`src/kapq_pkg.sv`:
```
// Package for the key-frame aware packet queue: sizes, codes and word types.
`timescale 1ns / 1ps

package kapq_pkg;

  localparam int QUEUE_DEPTH = 128;
  localparam int HANDLE_BITS = 32;
  localparam int ADDR_W      = $clog2(QUEUE_DEPTH);
  localparam int CNT_W       = $clog2(QUEUE_DEPTH + 1);
  localparam int MAXE_W      = 7;
  localparam int COUNT_BITS  = 8;
  localparam int CMP_W       = (CNT_W > MAXE_W) ? CNT_W : MAXE_W;
  localparam int ENTRY_W     = HANDLE_BITS + 1;

  localparam logic [CMP_W-1:0]   LIMIT_MAX     = CMP_W'(QUEUE_DEPTH - 1);
  localparam logic [MAXE_W-1:0]  MAX_ENTRIES_RST = MAXE_W'(100);
  localparam logic [ADDR_W-1:0]  LAST_ADDR     = ADDR_W'(QUEUE_DEPTH - 1);

  typedef enum logic [1:0] {
    OP_PUSH  = 2'd0,
    OP_POP   = 2'd1,
    OP_CLEAR = 2'd2,
    OP_NOP   = 2'd3
  } op_e;

  typedef enum logic [2:0] {
    ST_IDLE,
    ST_PUSH_RD,
    ST_SCAN,
    ST_POP,
    ST_EMIT
  } state_e;

  typedef struct packed {
    op_e                    op;
    logic [HANDLE_BITS-1:0] packet_handle;
    logic                   key_frame;
  } in_t;

  typedef struct packed {
    logic                   pop_valid;
    logic [HANDLE_BITS-1:0] pop_handle;
    logic                   pop_key;
    logic [COUNT_BITS-1:0]  entry_count;
    logic [COUNT_BITS-1:0]  dropped_count;
  } out_t;

  function automatic logic [ADDR_W-1:0] next_addr(input logic [ADDR_W-1:0] a);
    logic [ADDR_W-1:0] r;
    r = (a == LAST_ADDR) ? '0 : a + 1'b1;
    return r;
  endfunction

endpackage

```
`src/keyframe_aware_packet_queue.sv`:
```
// Top level of the key-frame aware packet queue with its entry memory and sequencer.
`timescale 1ns / 1ps

// Channel | Dir | Handshake                    | Word
// --------+-----+------------------------------+------------------------------
// in      | in  | in_valid_i / in_stall_o      | in_i  (op, handle, key flag)
// out     | out | out_valid_o / out_stall_i    | out_o (pop data, counts)
// cfg     | in  | cfg_we_i                     | cfg_data_i (max_entries)
//
// One word at a time. Push without overflow, clear, no-op and a pop on an empty
// queue go from idle straight to emit, a pop that returns an entry via the pop state.
// A push that overflows passes through the push-read and scan states; the scan
// drops head entries, stops at a key frame or an empty queue, and reads one head
// entry per cycle through the single read port of the entry memory.
// Reset clears pointers, count and limit (to 100); the memory is not cleared.
// A finished result waits in the output register, so the next word is taken
// while the previous one is stalled; a second result then waits in the sequencer.

module keyframe_aware_packet_queue (
  input  logic                                clk_i,
  input  logic                                rst_ni,
  input  logic                                in_valid_i,
  output logic                                in_stall_o,
  input  kapq_pkg::in_t                       in_i,
  output logic                                out_valid_o,
  input  logic                                out_stall_i,
  output kapq_pkg::out_t                      out_o,
  input  logic                                cfg_we_i,
  input  logic [kapq_pkg::MAXE_W-1:0]         cfg_data_i
);

  kapq_pkg::state_e state_q, state_d;

  logic [kapq_pkg::ADDR_W-1:0]      head_q, head_d, tail_q, tail_d, rd_addr;
  logic [kapq_pkg::CNT_W-1:0]       count_q, count_d, drop_q, drop_d, count_inc;
  logic [kapq_pkg::MAXE_W-1:0]      max_q;
  logic [kapq_pkg::CMP_W-1:0]       limit;
  logic [kapq_pkg::ENTRY_W-1:0]     mem [kapq_pkg::QUEUE_DEPTH];
  logic [kapq_pkg::ENTRY_W-1:0]     rd_q;
  logic                             mem_we;
  logic                             res_pv_q, res_pv_d, res_pk_q, res_pk_d;
  logic [kapq_pkg::HANDLE_BITS-1:0] res_ph_q, res_ph_d;
  logic                             load_out;
  logic                             out_valid_q;
  kapq_pkg::out_t                   out_q;

  assign limit = (kapq_pkg::CMP_W'(max_q) > kapq_pkg::LIMIT_MAX) ?
                 kapq_pkg::LIMIT_MAX : kapq_pkg::CMP_W'(max_q);
  assign count_inc  = count_q + 1'b1;
  assign in_stall_o = (state_q != kapq_pkg::ST_IDLE);

  always_comb begin
    state_d  = state_q;
    head_d   = head_q;
    tail_d   = tail_q;
    count_d  = count_q;
    drop_d   = drop_q;
    res_pv_d = res_pv_q;
    res_ph_d = res_ph_q;
    res_pk_d = res_pk_q;
    rd_addr  = head_q;
    mem_we   = 1'b0;
    load_out = 1'b0;
    unique case (state_q)
      kapq_pkg::ST_IDLE: begin
        if (in_valid_i) begin
          drop_d   = '0;
          res_pv_d = 1'b0;
          res_ph_d = '0;
          res_pk_d = 1'b0;
          unique case (in_i.op)
            kapq_pkg::OP_PUSH: begin
              mem_we  = 1'b1;
              tail_d  = kapq_pkg::next_addr(tail_q);
              count_d = count_inc;
              state_d = (kapq_pkg::CMP_W'(count_inc) > limit) ?
                        kapq_pkg::ST_PUSH_RD : kapq_pkg::ST_EMIT;
            end
            kapq_pkg::OP_POP: begin
              // The head is read on this edge; its data is used in the pop state.
              state_d = (count_q != '0) ? kapq_pkg::ST_POP : kapq_pkg::ST_EMIT;
            end
            kapq_pkg::OP_CLEAR: begin
              head_d  = '0;
              tail_d  = '0;
              count_d = '0;
              state_d = kapq_pkg::ST_EMIT;
            end
            kapq_pkg::OP_NOP: begin
              state_d = kapq_pkg::ST_EMIT;
            end
          endcase
        end
      end
      kapq_pkg::ST_PUSH_RD: begin
        // The pushed word is already in memory, so the head read sees it.
        state_d = kapq_pkg::ST_SCAN;
      end
      kapq_pkg::ST_SCAN: begin
        if (rd_q[0] && drop_q != '0) begin
          state_d = kapq_pkg::ST_EMIT;
        end else begin
          // A key frame at the head on the first look is dropped alone.
          head_d  = kapq_pkg::next_addr(head_q);
          count_d = count_q - 1'b1;
          drop_d  = drop_q + 1'b1;
          rd_addr = kapq_pkg::next_addr(head_q);
          if (rd_q[0] || count_q == kapq_pkg::CNT_W'(1)) begin
            state_d = kapq_pkg::ST_EMIT;
          end
        end
      end
      kapq_pkg::ST_POP: begin
        res_pv_d = 1'b1;
        res_ph_d = rd_q[kapq_pkg::ENTRY_W-1:1];
        res_pk_d = rd_q[0];
        head_d   = kapq_pkg::next_addr(head_q);
        count_d  = count_q - 1'b1;
        state_d  = kapq_pkg::ST_EMIT;
      end
      kapq_pkg::ST_EMIT: begin
        if (!out_valid_q || !out_stall_i) begin
          load_out = 1'b1;
          state_d  = kapq_pkg::ST_IDLE;
        end
      end
      default: begin
        state_d = kapq_pkg::ST_IDLE;
      end
    endcase
  end

  always_ff @(posedge clk_i or negedge rst_ni) begin
    if (!rst_ni) begin
      state_q     <= kapq_pkg::ST_IDLE;
      head_q      <= '0;
      tail_q      <= '0;
      count_q     <= '0;
      drop_q      <= '0;
      max_q       <= kapq_pkg::MAX_ENTRIES_RST;
      out_valid_q <= 1'b0;
    end else begin
      state_q <= state_d;
      head_q  <= head_d;
      tail_q  <= tail_d;
      count_q <= count_d;
      drop_q  <= drop_d;
      if (cfg_we_i) begin
        max_q <= cfg_data_i;
      end
      if (load_out) begin
        out_valid_q <= 1'b1;
      end else if (!out_stall_i) begin
        out_valid_q <= 1'b0;
      end
    end
  end

  always_ff @(posedge clk_i) begin
    res_pv_q <= res_pv_d;
    res_ph_q <= res_ph_d;
    res_pk_q <= res_pk_d;
    if (load_out) begin
      out_q.pop_valid     <= res_pv_q;
      out_q.pop_handle    <= res_ph_q;
      out_q.pop_key       <= res_pk_q;
      out_q.entry_count   <= kapq_pkg::COUNT_BITS'(count_q);
      out_q.dropped_count <= kapq_pkg::COUNT_BITS'(drop_q);
    end
  end

  // Entry memory: one write port, one registered read port.
  always_ff @(posedge clk_i) begin
    if (mem_we) begin
      mem[tail_q] <= {in_i.packet_handle, in_i.key_frame};
    end
    rd_q <= mem[rd_addr];
  end

  assign out_valid_o = out_valid_q;
  assign out_o       = out_q;

endmodule

```
`config.mk`:
```
export PLATFORM = sky130hd
export DESIGN_NAME = keyframe_aware_packet_queue
export DESIGN_NICKNAME = d
export VERILOG_FILES = /design/src/kapq_pkg.sv /design/src/keyframe_aware_packet_queue.sv
export SDC_FILE = /design/constraint.sdc
export NUM_CORES = 2
export LEC_CHECK = 0
export BUFFER_PORTS_ARGS = -buffer_cell sky130_fd_sc_hd__buf_2
export CAP_MARGIN = 10
export CORE_MARGIN = 2
export CORE_UTILIZATION = 50
export CTS_BUF_LIST = sky130_fd_sc_hd__clkbuf_8
export DETAILED_ROUTE_END_ITERATION = 8
export GPL_TIMING_DRIVEN = 1
export PLACE_DENSITY_LB_ADDON = 0.3
export SYNTH_ARGS = -nofsm -noshare
export SYNTH_HDL_FRONTEND = slang
export SYNTH_MEMORY_MAX_BITS = 65536
export SYNTH_SLANG_ARGS = --single-unit
```
`constraint.sdc`:
```
create_clock -name clk_i -period 4.2 [get_ports clk_i]
set_input_delay 0 -clock clk_i [delete_from_list [all_inputs] [get_ports clk_i]]
set_output_delay 0 -clock clk_i [all_outputs]
set_load 0.1 [all_outputs]
```
==> metrics <==
nets=11520; worst path required time=5.32 ns; hold path start=in_i[25]; via count=104200; xor/xnor share of the synthesized area=0.06649%; synthesized netlist cell count=10530; Max H-tree Level=6; Fin. Hold Viols=0; hpwl dp=288500 um; Setup WS pre-CTS=-0.4441 ns; Relative slew margins=11.33%; Residual DRC=0; final setup fails=0; Worst R2R Path Depth=12; PortBufs=98; Syn Area/Cell=16.26 um^2; area leader, netlist=edfxtp_1; Worst-Skew Late Latency=1.23 ns; final setup margin=0.04388 ns; reg2reg setup slack=0.04 ns; Slew @ Worst Pin=1.330 ns; CP endpoint kind=register; number of global-route vias before repair=101400; total CTS buffers=674; simple-gate area share of the yosys netlist=3.288%; vias per inst=6.301; Critical Path AT=5.28 ns; syn nets=10600; Crit Path Class=reg -> reg; Final Max Slew Viols=0; ys async rst share=0.9356%; CTS tree=done; share of the synthesized area in the top cell type=75.55%; total power=125600 uW; outcome=finished, final reports clean; most frequent cells in the layout=edfxtp_1, nand2_1, a21oi_1; CTS Root Cell=clkbuf_8; global route overflow=0; P per Cell Area=633.3 mW/mm^2; GP Congestion=0.8566; RSZ-0062 raised after global routing=true; Max clock buf depth=4; chip width=589.2 um; synth warn=0; mapped cell area=0.1712 mm^2; WL final=509800 um; R2R Path Start=drop_q[5]; reg-to-reg endpoint=rd_q[10]; Max FO, Critical Path=42; die area=0.3472 mm^2; Compound-Gate Fraction of Synth Area=11.81%; WL per Instance=30.84 um; Area Growth Syn to Fin=15.81%; Period Utilization, post-route=98.96%; Die Y-Extent=589.2 um; largest family of logic cells by synthesized area=compound AO/OA/AOI/OAI gates; MaxCap Viol Count=0; multiplexer share of the synthesized area=6.192%; Startpoint Class=register; Starting Density=50.32%; overall global routing resource usage=28.65%; Final Skew=0.04802 ns; top cells by area, synth=edfxtp_1, mux2i_1, a22o_1; hold crit path type=in -> reg; first-pass GRT wire length=717500 um; clk sink count=4382; Seq/Total Area, Yosys=76.53%; share of layout cells above drive strength 1=16.41%; drt first pass iters=9; largest net degree at the start of global routing=96; Filler cells=25100; Synth Register Bits=4382; First DRT Iteration DRCs=15020; commonest non-fill, non-tap cell in the layout=edfxtp_1; core area=0.3403 mm^2; Worst Hold Depth=2; end of the worst hold path=mem[121][25]; ANT nets after route=0; Final min period=4.156 ns; Post-synth EDFFs=4308; Final Cell Area=0.1983 mm^2; Max Fclk=0.2406 GHz; Post-Place Cells=15170; Distinct cells, synth=57; Row Count=214; Adder-Cell Fraction of Synth Area=0.1096%; DP Area=0.1836 mm^2; worst IR drop on VDD=555.3 uV; Non-Filler Instances=16530; Clock Pin Slew Worst Setup and Hold Paths=0.06 ns; setup TNS=0 ns; leakage dissipation=0.06428 uW; I/O pin count=99; most common flop cell mapped by yosys=edfxtp_1; initial antenna violation count=36
[power by group]
part / switching [uW] / internal [uW] / total [uW]
clock: 16600 / 15900 / 32500
combinational: 26300 / 17400 / 43700
sequential: 553 / 48800 / 49300
[layer usage]
metal  global-route usage [%]  vias up  wire length, um
li1                         -    43800                -
met1                    38.49    52880           190200
met2                    45.21     6428           237700
met3                    6.044     1052            58320
met4                    12.88       16            23530
met5                        0        -              105
[through the flow]
step | hold slack (ns) | util (%)
floorplan | -0.2956 | -
global placement | 0.1406 | 53.95
detailed placement | 0.1636 | 53.95
CTS | 0.005281 | 58.07
global route | 0.03581 | 58.26
finish | 0.05964 | 58.27
[cell families (layout without fill, tap and decap cells)]
| family | after synthesis | after routing |
|---|---|---|
| AND/OR/NAND/NOR | 1417 | 1417 |
| adder cells (fa/ha/maj) | 15 | 15 |
| AO/OA/AOI/OAI | 2873 | 2873 |
| flip-flops | 4382 | 4382 |
| buffers and inverters | 774 | 2210 |
| multiplexers | 1059 | 1061 |
| other | 0 | 24 |
| XOR/XNOR | 13 | 13 |
[layout make-up]
type	count	area (um^2)	share of cell area, %
well taps	4536	5675	2.862
flip-flops and latches	4382	131100	66.09
clock inverters	481	2361	1.191
clock buffers	707	9731	4.907
diodes	24	60.06	0.03029
multi-input cells	5379	38530	19.43
repair buffers	1004	10820	5.457
inverters	18	67.56	0.03407
[cell usage after synthesis, drive strengths merged, types with 5 or more instances]
| cell | instances |
|---|---|
| dfrtp | 38 |
| dfxtp | 33 |
| nor2 | 160 |
| nor3 | 8 |
| a2bb2oi | 264 |
| ha | 15 |
| a22o | 664 |
| xnor2 | 6 |
| a41oi | 132 |
| nor2b | 11 |
| nor4 | 34 |
| o21a | 6 |
| a31oi | 5 |
| o21ai | 39 |
| a22oi | 596 |
| o22ai | 5 |
| o22a | 66 |
| a21oi | 1075 |
| buf | 380 |
| edfxtp | 4308 |
| xor2 | 7 |
| mux2i | 1057 |
| nand2 | 1120 |
| and3 | 36 |
| inv | 18 |
| clkbuf | 376 |
| nand3 | 27 |
| nand4 | 6 |
[what timing repair did]
action,in CTS,in global routing
hold buffers,129,0
hold endpoints to repair,4394,0
resized for setup,47,61
pin swaps,1,10
setup buffers,5,13
setup endpoints to repair,24,32
gates cloned,1,5
[worst max-delay path, stage by stage (launching register included)]
cell and delay [ns]:
dfrtp_1 0.42, or4_4 0.55, o41ai_4 0.24, and2_4 0.31
mux2_8 0.34, buf_16 0.25, buf_12 0.22, buf_4 0.28
a21oi_1 0.06, a22o_1 0.25, a2bb2oi_1 0.37, a41oi_2 0.33
nor4_1 0.33
[flip-flops by register name, indices dropped and copies added (netlist names), 3 cells and up]
signal	cells
tail_q	7
res_ph_q	32
rd_q	33
count_q	8
out_o	50
mem	4224
state_q	3
max_q	7
head_q	7
drop_q	8
[how the worst max path moves through the flow]
stage | startpoint | depth (start not counted) | end | slack (ns)
after floorplan | state_q[1] | 9 | mem[110][0] | 0.25
after global placement | drop_q[4] | 13 | rd_q[20] | -0.75
after detailed placement | drop_q[4] | 13 | rd_q[7] | -0.44
after CTS | drop_q[4] | 12 | rd_q[21] | -0.09
after global routing | drop_q[5] | 12 | rd_q[5] | -0.04
final | drop_q[5] | 12 | rd_q[10] | 0.04
Power figures use the tool's default switching activity.
